===== config.mk =====
export PLATFORM = sky130hd
export DESIGN_NAME = peak_level_meter_with_entropy_rng
export DESIGN_NICKNAME = d
export VERILOG_FILES = /design/src/rtl/plmer_pkg.sv /design/src/rtl/peak_level_meter_with_entropy_rng.sv /design/src/rtl/plmer_front.sv /design/src/rtl/plmer_queue.sv /design/src/rtl/plmer_div.sv /design/src/rtl/plmer_back.sv
export SDC_FILE = /design/constraint.sdc
export NUM_CORES = 1
export LEC_CHECK = 0
export BUFFER_PORTS_ARGS = -buffer_cell sky130_fd_sc_hd__clkbuf_2
export CAP_MARGIN = 20
export CORE_ASPECT_RATIO = 0.5
export CORE_MARGIN = 5
export CORE_UTILIZATION = 45
export DETAILED_ROUTE_END_ITERATION = 8
export PLACE_DENSITY_LB_ADDON = 0.08
export SLEW_MARGIN = 20
export SYNTH_ARGS = -nofsm -noshare
export SYNTH_HDL_FRONTEND = slang
export SYNTH_SLANG_ARGS = --single-unit
export TNS_END_PERCENT = 5

===== constraint.sdc =====
create_clock -name i_clk -period 5.45 [get_ports i_clk]
set_input_delay 0 -clock i_clk [delete_from_list [all_inputs] [get_ports i_clk]]
set_output_delay 0 -clock i_clk [all_outputs]
set_load 0.02 [all_outputs]

===== src/rtl/plmer_pkg.sv =====
// Shared types and constants for the peak level meter with entropy generator.
// No dependencies; every other file in rtl/ uses it by scoped names.
`default_nettype none

package plmer_pkg;

    // Sample and calibration sizing.
    localparam int SAMPLE_BITS = 12;
    localparam int CAL_WINDOWS = 16;
    localparam int CAL_SUM_W   = SAMPLE_BITS + $clog2(CAL_WINDOWS);
    localparam int CAL_CNT_W   = $clog2(CAL_WINDOWS + 1);

    // Field widths of the stream words.
    localparam int SAMPLE_W = 12;
    localparam int BOUND_W  = 16;
    localparam int LEVEL_W  = 12;
    localparam int OPCODE_W = 2;

    // Window length register.
    localparam int                 WLEN_W     = 10;
    localparam logic [WLEN_W-1:0]  WLEN_RESET = 10'd200;

    // Linear congruential generator.
    localparam logic [31:0] LCG_MUL = 32'd1664525;
    localparam logic [31:0] LCG_INC = 32'd1013904223;

    // Command queue between front and back.
    localparam int QUEUE_DEPTH = 2;
    localparam int QPTR_W      = $clog2(QUEUE_DEPTH);
    localparam int QCNT_W      = $clog2(QUEUE_DEPTH + 1);

    // Input opcodes.
    localparam logic [OPCODE_W-1:0] OP_SAMPLE  = 2'd0;
    localparam logic [OPCODE_W-1:0] OP_RANDOM  = 2'd1;
    localparam logic [OPCODE_W-1:0] OP_RESTART = 2'd2;

    // Result kinds.
    localparam logic RK_LEVEL  = 1'b0;
    localparam logic RK_RANDOM = 1'b1;

    typedef enum logic [1:0] {
        CMD_SAMPLE,
        CMD_RANDOM,
        CMD_RESTART
    } t_cmd_kind;

    // One decoded command: the argument holds the sample in its low bits
    // or the random bound.
    typedef struct packed {
        t_cmd_kind          kind;
        logic [BOUND_W-1:0] arg;
    } t_cmd;

    typedef struct packed {
        logic               kind;
        logic [LEVEL_W-1:0] level;
        logic [LEVEL_W-1:0] baseline;
        logic [BOUND_W-1:0] rnd;
        logic               calibrating;
    } t_result;

    typedef enum logic [2:0] {
        BK_IDLE,
        BK_SMP_ADD,
        BK_RND_ADD,
        BK_DIV,
        BK_EMIT
    } t_back_state;

endpackage

`default_nettype wire


===== src/rtl/peak_level_meter_with_entropy_rng.sv =====
// Top level of the peak level meter with entropy generator.
// Depends on plmer_pkg, plmer_front, plmer_queue and plmer_back.
//
//  Channel   Dir  Handshake                       Payload
//  s_axis    in   s_axis_tvalid / s_axis_tready   tuser opcode, tdata sample and bound
//  m_axis    out  m_axis_tvalid / m_axis_tready   tuser kind, tdata level/baseline/random
//  cfg       in   i_cfg_valid / o_cfg_ready       i_cfg_data window length
//
// A sample word passes through queue pop and multiply, add and result load in the
// back end, and skips the result load when it does not close a window. A random
// request with a nonzero bound passes through pop, add, the bit-serial 16-bit
// remainder unit and result load; a zero bound goes from pop straight to result load.
// The input side keeps taking words into a two-entry queue while the back end works
// and while a result waits in the output register. Reset is synchronous and active
// low and needs no clearing pass.
`default_nettype none

module peak_level_meter_with_entropy_rng (
    input  wire logic        i_clk,
    input  wire logic        i_rst_n,

    input  wire logic        s_axis_tvalid,
    output logic             s_axis_tready,
    input  wire logic [31:0] s_axis_tdata,   // [11:0] sample_value, [27:12] random_bound
    input  wire logic [1:0]  s_axis_tuser,   // [1:0] opcode

    output logic             m_axis_tvalid,
    input  wire logic        m_axis_tready,
    output logic [47:0]      m_axis_tdata,   // [11:0] level, [23:12] baseline_level,
                                             // [39:24] random_value, [40] calibrating
    output logic [0:0]       m_axis_tuser,   // [0] result_kind

    input  wire logic        i_cfg_valid,
    output logic             o_cfg_ready,
    input  wire logic [9:0]  i_cfg_data      // window_length
);

    logic [plmer_pkg::WLEN_W-1:0] r_window_length;

    logic               w_push;
    plmer_pkg::t_cmd    w_cmd;
    logic               w_q_full;
    logic               w_q_empty;
    logic               w_pop;
    plmer_pkg::t_cmd    w_head;
    logic               w_out_valid;
    plmer_pkg::t_result w_out;

    // The window length register takes a write on any cycle; the user must write it only
    // while the block is idle, and the block itself does not enforce this.
    assign o_cfg_ready = 1'b1;

    always_ff @(posedge i_clk) begin
        if (!i_rst_n) begin
            r_window_length <= plmer_pkg::WLEN_RESET;
        end else if (i_cfg_valid) begin
            r_window_length <= i_cfg_data;
        end
    end

    // Front end decodes each word and drops the unused opcode.
    plmer_front u_front (
        .i_valid  (s_axis_tvalid),
        .o_ready  (s_axis_tready),
        .i_opcode (s_axis_tuser),
        .i_sample (s_axis_tdata[11:0]),
        .i_bound  (s_axis_tdata[27:12]),
        .i_q_full (w_q_full),
        .o_push   (w_push),
        .o_cmd    (w_cmd)
    );

    plmer_queue u_queue (
        .i_clk   (i_clk),
        .i_rst_n (i_rst_n),
        .i_push  (w_push),
        .i_cmd   (w_cmd),
        .o_full  (w_q_full),
        .i_pop   (w_pop),
        .o_empty (w_q_empty),
        .o_head  (w_head)
    );

    // Back end owns all measurement and generator state plus the output register.
    plmer_back u_back (
        .i_clk           (i_clk),
        .i_rst_n         (i_rst_n),
        .i_window_length (r_window_length),
        .i_q_empty       (w_q_empty),
        .i_q_head        (w_head),
        .o_q_pop         (w_pop),
        .o_out_valid     (w_out_valid),
        .i_out_ready     (m_axis_tready),
        .o_out           (w_out)
    );

    assign m_axis_tvalid   = w_out_valid;
    assign m_axis_tuser[0] = w_out.kind;
    assign m_axis_tdata    = {7'b0, w_out.calibrating, w_out.rnd, w_out.baseline, w_out.level};

`ifndef ASSERT_OFF
    // The back end never pops an empty queue.
    a_no_pop_empty: assert property (@(posedge i_clk) disable iff (!i_rst_n)
        !(w_pop && w_q_empty))
        else $error("queue popped while empty");

    // A random result carries no level.
    a_random_no_level: assert property (@(posedge i_clk) disable iff (!i_rst_n)
        (m_axis_tvalid && m_axis_tuser[0] == plmer_pkg::RK_RANDOM) |->
        (m_axis_tdata[11:0] == 12'd0))
        else $error("random result with nonzero level");

    // A level result carries no random number.
    a_level_no_random: assert property (@(posedge i_clk) disable iff (!i_rst_n)
        (m_axis_tvalid && m_axis_tuser[0] == plmer_pkg::RK_LEVEL) |->
        (m_axis_tdata[39:24] == 16'd0))
        else $error("level result with nonzero random value");

    // Nothing is pushed into a full queue.
    a_no_push_full: assert property (@(posedge i_clk) disable iff (!i_rst_n)
        !(w_push && w_q_full))
        else $error("queue pushed while full");
`endif

endmodule

`default_nettype wire


===== src/rtl/plmer_front.sv =====
// Front end: accepts input words and decodes them into queue commands.
// Depends on plmer_pkg.
`default_nettype none

module plmer_front (
    input  wire logic                          i_valid,
    output logic                               o_ready,
    input  wire logic [plmer_pkg::OPCODE_W-1:0] i_opcode,
    input  wire logic [plmer_pkg::SAMPLE_W-1:0] i_sample,
    input  wire logic [plmer_pkg::BOUND_W-1:0]  i_bound,
    input  wire logic                          i_q_full,
    output logic                               o_push,
    output plmer_pkg::t_cmd                    o_cmd
);

    logic w_known;

    assign o_ready = !i_q_full;

    // The unused opcode is accepted and dropped here.
    always_comb begin
        w_known     = 1'b1;
        o_cmd.kind  = plmer_pkg::CMD_SAMPLE;
        o_cmd.arg   = plmer_pkg::BOUND_W'(i_sample);
        unique case (i_opcode)
            plmer_pkg::OP_SAMPLE: begin
                o_cmd.kind = plmer_pkg::CMD_SAMPLE;
                o_cmd.arg  = plmer_pkg::BOUND_W'(i_sample);
            end
            plmer_pkg::OP_RANDOM: begin
                o_cmd.kind = plmer_pkg::CMD_RANDOM;
                o_cmd.arg  = i_bound;
            end
            plmer_pkg::OP_RESTART: begin
                o_cmd.kind = plmer_pkg::CMD_RESTART;
                o_cmd.arg  = '0;
            end
            default: begin
                w_known = 1'b0;
            end
        endcase
    end

    assign o_push = i_valid && !i_q_full && w_known;

endmodule

`default_nettype wire


===== src/rtl/plmer_queue.sv =====
// Short command queue between the front end and the back end.
// Depends on plmer_pkg.
`default_nettype none

module plmer_queue (
    input  wire logic            i_clk,
    input  wire logic            i_rst_n,
    input  wire logic            i_push,
    input  wire plmer_pkg::t_cmd i_cmd,
    output logic                 o_full,
    input  wire logic            i_pop,
    output logic                 o_empty,
    output plmer_pkg::t_cmd      o_head
);

    plmer_pkg::t_cmd                 r_mem [plmer_pkg::QUEUE_DEPTH];
    logic [plmer_pkg::QPTR_W-1:0]    r_wr_ptr;
    logic [plmer_pkg::QPTR_W-1:0]    r_rd_ptr;
    logic [plmer_pkg::QCNT_W-1:0]    r_count;

    assign o_full  = (r_count == plmer_pkg::QCNT_W'(plmer_pkg::QUEUE_DEPTH));
    assign o_empty = (r_count == '0);
    assign o_head  = r_mem[r_rd_ptr];

    always_ff @(posedge i_clk) begin
        if (i_push) begin
            r_mem[r_wr_ptr] <= i_cmd;
        end
    end

    always_ff @(posedge i_clk) begin
        if (!i_rst_n) begin
            r_wr_ptr <= '0;
            r_rd_ptr <= '0;
            r_count  <= '0;
        end else begin
            if (i_push) begin
                r_wr_ptr <= (r_wr_ptr == plmer_pkg::QPTR_W'(plmer_pkg::QUEUE_DEPTH - 1))
                            ? '0 : r_wr_ptr + 1'b1;
            end
            if (i_pop) begin
                r_rd_ptr <= (r_rd_ptr == plmer_pkg::QPTR_W'(plmer_pkg::QUEUE_DEPTH - 1))
                            ? '0 : r_rd_ptr + 1'b1;
            end
            if (i_push && !i_pop) begin
                r_count <= r_count + 1'b1;
            end else if (!i_push && i_pop) begin
                r_count <= r_count - 1'b1;
            end
        end
    end

endmodule

`default_nettype wire


===== src/rtl/plmer_div.sv =====
// Bit-serial restoring divider that returns the remainder, one bit a cycle.
// Depends on plmer_pkg.
`default_nettype none

module plmer_div (
    input  wire logic                          i_clk,
    input  wire logic                          i_rst_n,
    input  wire logic                          i_start,
    input  wire logic [plmer_pkg::BOUND_W-1:0] i_dividend,
    input  wire logic [plmer_pkg::BOUND_W-1:0] i_divisor,
    output logic                               o_done,
    output logic [plmer_pkg::BOUND_W-1:0]      o_remainder
);

    localparam int CNT_W = $clog2(plmer_pkg::BOUND_W + 1);

    logic                           r_busy;
    logic                           r_done;
    logic [CNT_W-1:0]               r_cnt;
    logic [plmer_pkg::BOUND_W-1:0]  r_rem;
    logic [plmer_pkg::BOUND_W-1:0]  r_quo;
    logic [plmer_pkg::BOUND_W-1:0]  r_divisor;
    logic [plmer_pkg::BOUND_W:0]    w_shift;
    logic [plmer_pkg::BOUND_W:0]    w_diff;

    // Bring down the next dividend bit and try a subtraction.
    assign w_shift = {r_rem, r_quo[plmer_pkg::BOUND_W-1]};
    assign w_diff  = w_shift - {1'b0, r_divisor};

    assign o_done      = r_done;
    assign o_remainder = r_rem;

    always_ff @(posedge i_clk) begin
        if (i_start) begin
            r_rem     <= '0;
            r_quo     <= i_dividend;
            r_divisor <= i_divisor;
        end else if (r_busy) begin
            r_quo <= {r_quo[plmer_pkg::BOUND_W-2:0], 1'b0};
            if (!w_diff[plmer_pkg::BOUND_W]) begin
                r_rem <= w_diff[plmer_pkg::BOUND_W-1:0];
            end else begin
                r_rem <= w_shift[plmer_pkg::BOUND_W-1:0];
            end
        end
    end

    always_ff @(posedge i_clk) begin
        if (!i_rst_n) begin
            r_busy <= 1'b0;
            r_done <= 1'b0;
            r_cnt  <= '0;
        end else begin
            r_done <= 1'b0;
            if (i_start) begin
                r_busy <= 1'b1;
                r_cnt  <= CNT_W'(plmer_pkg::BOUND_W);
            end else if (r_busy) begin
                r_cnt <= r_cnt - 1'b1;
                if (r_cnt == CNT_W'(1)) begin
                    r_busy <= 1'b0;
                    r_done <= 1'b1;
                end
            end
        end
    end

endmodule

`default_nettype wire


===== src/rtl/plmer_back.sv =====
// Back end: window tracking, calibration, generator and random results.
// Depends on plmer_pkg and plmer_div.
`default_nettype none

module plmer_back (
    input  wire logic                         i_clk,
    input  wire logic                         i_rst_n,
    input  wire logic [plmer_pkg::WLEN_W-1:0] i_window_length,
    input  wire logic                         i_q_empty,
    input  wire plmer_pkg::t_cmd              i_q_head,
    output logic                              o_q_pop,
    output logic                              o_out_valid,
    input  wire logic                         i_out_ready,
    output plmer_pkg::t_result                o_out
);

    localparam int SB = plmer_pkg::SAMPLE_BITS;

    plmer_pkg::t_back_state             r_state;
    plmer_pkg::t_back_state             n_state;

    logic [31:0]                        r_gen;
    logic [31:0]                        r_prod;
    logic [SB-1:0]                      r_min;
    logic [SB-1:0]                      r_max;
    logic [plmer_pkg::WLEN_W-1:0]       r_count;
    logic [plmer_pkg::CAL_SUM_W-1:0]    r_sum;
    logic [plmer_pkg::CAL_CNT_W-1:0]    r_done;
    logic                               r_cal_active;
    logic [SB-1:0]                      r_baseline;
    logic [plmer_pkg::BOUND_W-1:0]      r_arg;
    logic                               r_res_kind;
    logic [SB-1:0]                      r_res_level;
    logic [plmer_pkg::BOUND_W-1:0]      r_res_rnd;
    logic                               r_out_valid;
    plmer_pkg::t_result                 r_out;

    logic [plmer_pkg::CAL_SUM_W-1:0]    n_sum;
    logic [plmer_pkg::CAL_CNT_W-1:0]    n_done;

    logic [SB-1:0]                      w_v;
    logic [SB-1:0]                      w_head_v;
    logic [plmer_pkg::WLEN_W-1:0]       w_len;
    logic                               w_win_end;
    logic [SB-1:0]                      w_level;
    logic [31:0]                        w_gen_rnd;
    logic                               w_out_free;
    logic                               w_div_start;
    logic                               w_load_out;
    logic                               w_div_done;
    logic [plmer_pkg::BOUND_W-1:0]      w_div_rem;

    assign w_v        = r_arg[SB-1:0];
    assign w_head_v   = i_q_head.arg[SB-1:0];
    assign w_len      = (i_window_length == '0) ? plmer_pkg::WLEN_W'(1) : i_window_length;
    assign w_win_end  = (r_count == '0) || (r_count >= w_len);
    assign w_level    = r_max - r_min;
    assign w_gen_rnd  = r_prod + plmer_pkg::LCG_INC;
    assign w_out_free = !r_out_valid || i_out_ready;

    assign n_sum  = r_sum + plmer_pkg::CAL_SUM_W'(w_level);
    assign n_done = r_done + 1'b1;

    plmer_div u_div (
        .i_clk       (i_clk),
        .i_rst_n     (i_rst_n),
        .i_start     (w_div_start),
        .i_dividend  (w_gen_rnd[31:16]),
        .i_divisor   (r_arg),
        .o_done      (w_div_done),
        .o_remainder (w_div_rem)
    );

    // Next state.
    always_comb begin
        n_state = r_state;
        unique case (r_state)
            plmer_pkg::BK_IDLE: begin
                if (!i_q_empty) begin
                    unique case (i_q_head.kind)
                        plmer_pkg::CMD_SAMPLE:  n_state = plmer_pkg::BK_SMP_ADD;
                        plmer_pkg::CMD_RANDOM: begin
                            n_state = (i_q_head.arg == '0) ? plmer_pkg::BK_EMIT
                                                            : plmer_pkg::BK_RND_ADD;
                        end
                        default:                n_state = plmer_pkg::BK_IDLE;
                    endcase
                end
            end
            plmer_pkg::BK_SMP_ADD: begin
                n_state = w_win_end ? plmer_pkg::BK_EMIT : plmer_pkg::BK_IDLE;
            end
            plmer_pkg::BK_RND_ADD: n_state = plmer_pkg::BK_DIV;
            plmer_pkg::BK_DIV: begin
                n_state = w_div_done ? plmer_pkg::BK_EMIT : plmer_pkg::BK_DIV;
            end
            plmer_pkg::BK_EMIT: begin
                n_state = w_out_free ? plmer_pkg::BK_IDLE : plmer_pkg::BK_EMIT;
            end
            default: n_state = plmer_pkg::BK_IDLE;
        endcase
    end

    // Control outputs.
    always_comb begin
        o_q_pop     = 1'b0;
        w_div_start = 1'b0;
        w_load_out  = 1'b0;
        unique case (r_state)
            plmer_pkg::BK_IDLE:    o_q_pop     = !i_q_empty;
            plmer_pkg::BK_RND_ADD: w_div_start = 1'b1;
            plmer_pkg::BK_EMIT:    w_load_out  = w_out_free;
            default: begin
            end
        endcase
    end

    // Payload registers.
    always_ff @(posedge i_clk) begin
        if (o_q_pop) begin
            r_arg  <= i_q_head.arg;
            r_prod <= r_gen * plmer_pkg::LCG_MUL;
        end
        if (r_state == plmer_pkg::BK_IDLE && o_q_pop) begin
            r_res_kind  <= plmer_pkg::RK_RANDOM;
            r_res_level <= '0;
            r_res_rnd   <= '0;
        end else if (r_state == plmer_pkg::BK_SMP_ADD) begin
            r_res_kind  <= plmer_pkg::RK_LEVEL;
            r_res_level <= w_level;
            r_res_rnd   <= '0;
        end else if (r_state == plmer_pkg::BK_DIV && w_div_done) begin
            r_res_rnd <= w_div_rem + 1'b1;
        end
        if (w_load_out) begin
            r_out.kind        <= r_res_kind;
            r_out.level       <= plmer_pkg::LEVEL_W'(r_res_level);
            r_out.baseline    <= plmer_pkg::LEVEL_W'(r_baseline);
            r_out.rnd         <= r_res_rnd;
            r_out.calibrating <= r_cal_active;
        end
    end

    // Measurement and generator state.
    always_ff @(posedge i_clk) begin
        if (!i_rst_n) begin
            r_state      <= plmer_pkg::BK_IDLE;
            r_gen        <= '0;
            r_min        <= '1;
            r_max        <= '0;
            r_count      <= '0;
            r_sum        <= '0;
            r_done       <= '0;
            r_cal_active <= 1'b1;
            r_baseline   <= '0;
            r_out_valid  <= 1'b0;
        end else begin
            r_state <= n_state;

            if (r_state == plmer_pkg::BK_IDLE && o_q_pop) begin
                if (i_q_head.kind == plmer_pkg::CMD_SAMPLE) begin
                    if (w_head_v < r_min) r_min <= w_head_v;
                    if (w_head_v > r_max) r_max <= w_head_v;
                    r_count <= r_count + 1'b1;
                end else if (i_q_head.kind == plmer_pkg::CMD_RESTART) begin
                    r_min        <= '1;
                    r_max        <= '0;
                    r_count      <= '0;
                    r_sum        <= '0;
                    r_done       <= '0;
                    r_cal_active <= 1'b1;
                end
            end

            if (r_state == plmer_pkg::BK_SMP_ADD) begin
                r_gen <= r_prod + plmer_pkg::LCG_INC + 32'(w_v);
                if (w_win_end) begin
                    r_min   <= '1;
                    r_max   <= '0;
                    r_count <= '0;
                    if (r_cal_active) begin
                        if (n_done >= plmer_pkg::CAL_CNT_W'(plmer_pkg::CAL_WINDOWS)) begin
                            r_baseline   <= SB'(n_sum / plmer_pkg::CAL_WINDOWS);
                            r_cal_active <= 1'b0;
                            r_sum        <= '0;
                            r_done       <= '0;
                        end else begin
                            r_sum  <= n_sum;
                            r_done <= n_done;
                        end
                    end
                end
            end

            if (r_state == plmer_pkg::BK_RND_ADD) begin
                r_gen <= w_gen_rnd;
            end

            if (w_load_out) begin
                r_out_valid <= 1'b1;
            end else if (i_out_ready) begin
                r_out_valid <= 1'b0;
            end
        end
    end

    assign o_out_valid = r_out_valid;
    assign o_out       = r_out;

endmodule

`default_nettype wire

==> impl_metrics.csv <==
group,metric,value,unit
setup_path,path_class,"reg -> reg",
setup_path,cp_data_required_time,5.72,ns
yosys,synth_edf_count,158,
setup_path,critPathArrivalTime,5.74,ns
clocking,clk_latency,0.54,ns
setup_path,start_kind,"flip-flop",
hold_path,hp-class,"in -> reg",
timing,period_minus_slack,5.47,ns
floorplan,ios,101,
timing,tightest_slew,1.08,ns
yosys,syn_area,22800,µm²
final_layout,final_common_cell,"inv_1",
final_layout,area_growth,17.5,%
drt,vias_per_cell,5.11,
placement,hpwl,42700,µm
yosys,syn_area_per_cell,10.1,µm²
global_route,grt_pass1_vias,16256,
global_route,grt_pass1_wl,89500,µm
timing,fmax,183,MHz
clocking,cts_num_sinks,329,
outcome,violations,"setup timing",
yosys,synth-main-ff-cell,"dfxtp_1",
floorplan,fp-row-count,58,
clocking,cts_max_level,2,
clocking,root_buffer,"clkbuf_16",
floorplan,die_area,55600,µm²
timing,slew_violations,0,
setup_path,crit_path_max_fanout,3,
floorplan,die_h,169,µm
drt,post_drt_wl_per_cell,17.5,µm
global_route,antenna_found_initial,0,
outcome,status,"complete, but fails checks",
yosys,synth_cell_type_count,86,
setup_path,crit_path_end_kind,"flip-flop",
timing,finClkSkew,0.0304,ns
global_route,grt.overflow.total,0,
timing,setup_slack,-0.0190,ns
drt,ant_nets,0,
yosys,yosysSeqAreaShare,35.8,%
clocking,numCtsBuffers,35,
floorplan,die_x,329,µm
yosys,ys_warn_count,0,
timing,setup_violations,1,
timing,worst_hold_slack,0.327,ns
floorplan,fp.coreArea,50200,µm²
yosys,postSynthCellCount,2255,
drt,dr.pass1.iters,5,
clocking,clk_pin_slew,0.06,ns
yosys,ys_seq_elements,329,
placement,gp_congestion,0.831,
floorplan,floorplan.initialDensity,45.5,%
yosys,synthArstFlopShare,0,%
yosys,synth_area_leader_cell,"edfxtp_1",
final_layout,nets,2914,
timing,slew_headroom,27.2,%
timing,rsz0062_at_grt,"true",
final_layout,antenna_cells,0,
drt,drtIter0Drc,717,
final_layout,drive_gt1_share,13.9,%
timing,fin_crit_sh,100,%
drt,vias,16280,
yosys,netlist.area_leader.share,20.8,%
run,maxCapViolCount,0,
global_route,grt.total_usage,20.1,%
drt,drt_wl_total,55700,µm
global_route,grt_max_degree,72,
timing,timing_hold_violations_final,0,
placement,io_buffers,88,
placement,pre_cts_ws,-0.174,ns
final_layout,final_cell_mix,"inv_1 (338), ha_1 (228), dfxtp_1 (158), edfxtp_1 (158), nand2_1 (143)",
yosys,ys_top_cells_by_area,"edfxtp_1 (21%), dfxtp_1 (15%), ha_1 (14%), fa_1 (12%), inv_1 (5.8%)",
drt,drcViolationCount,0,
clocking,clk_path_buf_depth,3,
clocking,cts_tree,"done",
setup_path,reg2reg_slack,-0.02,ns
-- routing by layer --
metal  GRT usage [%]  up-vias  wire [µm]
met1            29.3     7838      27400
met4            3.09        0        687
met3            3.61       62       2360
met2            32.1      197      25200
li1                -     8183          -
met5               0        -          0
-- registers in the layout, indices dropped and copies added, names as in the netlist, 32 cells and up, named ones only --
register	flops
u_queue.r_mem	36
u_back.o_out	42
u_back.r_prod	32
u_back.r_gen	32
-- final cells by class --
class | count | area (µm²)
well taps | 690 | 863
inverters | 350 | 1310
flip-flops and latches | 329 | 8210
multi-input cells | 1510 | 13500
clock buffers | 46 | 937
clock inverters | 17 | 175
repair buffers | 246 | 1800
fillers | 4612 | 23400
-- through the flow --
step / instances / cell area (µm²) / utilization, % / TNS, ns
2_1_floorplan: 2261 / 23000 / - / -0.00118
3_3_place_gp: 3067 / 24700 / 49.2 / -0.460
3_5_place_dp: 3067 / 24700 / 49.2 / -0.511
4_1_cts: 3188 / 26700 / 53.2 / -0.0471
5_1_grt: 3188 / 26800 / 53.4 / -0.337
6_report: 3188 / 26800 / 53.4 / -0.0190
-- timing repair --
item                                    CTS  global route
hold buffers                             55             0
buffers inserted                          3             0
endpoints found under the hold margin    49             0
pin swaps                                67            33
endpoints found under the setup margin    6             6
resized for setup                        55            23
-- cells by family (layout without fill, tap and decap cells) --
family | after synthesis | in the layout | share of synthesized area [%]
muxes | 47 | 47 | 2.09
other | 2 | 8 | 0.0329
and+or+nand+nor | 505 | 505 | 10.6
DFF | 329 | 329 | 35.8
adders and majority gates | 393 | 393 | 26.0
buffers and inverters | 422 | 659 | 7.16
xor gates and xnor gates | 163 | 163 | 6.25
AOI/OAI and AO/OA | 394 | 394 | 12.1
-- synth_stat cells (35+ instances only) --
master / count
a21oi_1: 80
fa_1: 135
a22o_1: 35
xor2_1: 48
nand3_1: 48
clkbuf_1: 48
xnor2_1: 115
o21ai_0: 76
edfxtp_1: 158
ha_1: 258
nor2_1: 143
nand2_1: 144
dfxtp_1: 171
mux2i_1: 41
nor3_1: 44
inv_1: 350
-- worst max-delay path, stage by stage (launching register included) --
cell     delay [ns]
dfxtp_4        0.37
ha_4           0.26
fa_1           0.58
inv_1          0.06
fa_1           0.52
fa_1           0.43
fa_1           0.51
inv_1          0.07
fa_1           0.54
inv_1          0.06
fa_1           0.53
inv_1          0.04
ha_1           0.31
or3_4          0.39
o21ai_4        0.08
a31oi_4        0.05
a21o_1         0.19
a21oi_2        0.14
xnor2_1        0.08
-- worst paths after layout --
check                                                       from                            end  cells after the start
worst max-delay path                u_back.r_gen[8]$_SDFFE_PN0P_    u_back.r_prod[31]$_DFFE_PP_                     18
worst min register to register  u_back.r_res_rnd[1]$_SDFFE_PP0P_      u_back.o_out[2]$_DFFE_PP_                      0
worst max register to register      u_back.r_gen[8]$_SDFFE_PN0P_    u_back.r_prod[31]$_DFFE_PP_                     18
worst min-delay path                             s_axis_tdata[7]  u_queue.r_mem[1][7]$_DFFE_PP_                      3
Power is not shown: default switching activity piles up to over one toggle a cycle in this logic, so the estimate is an artifact.
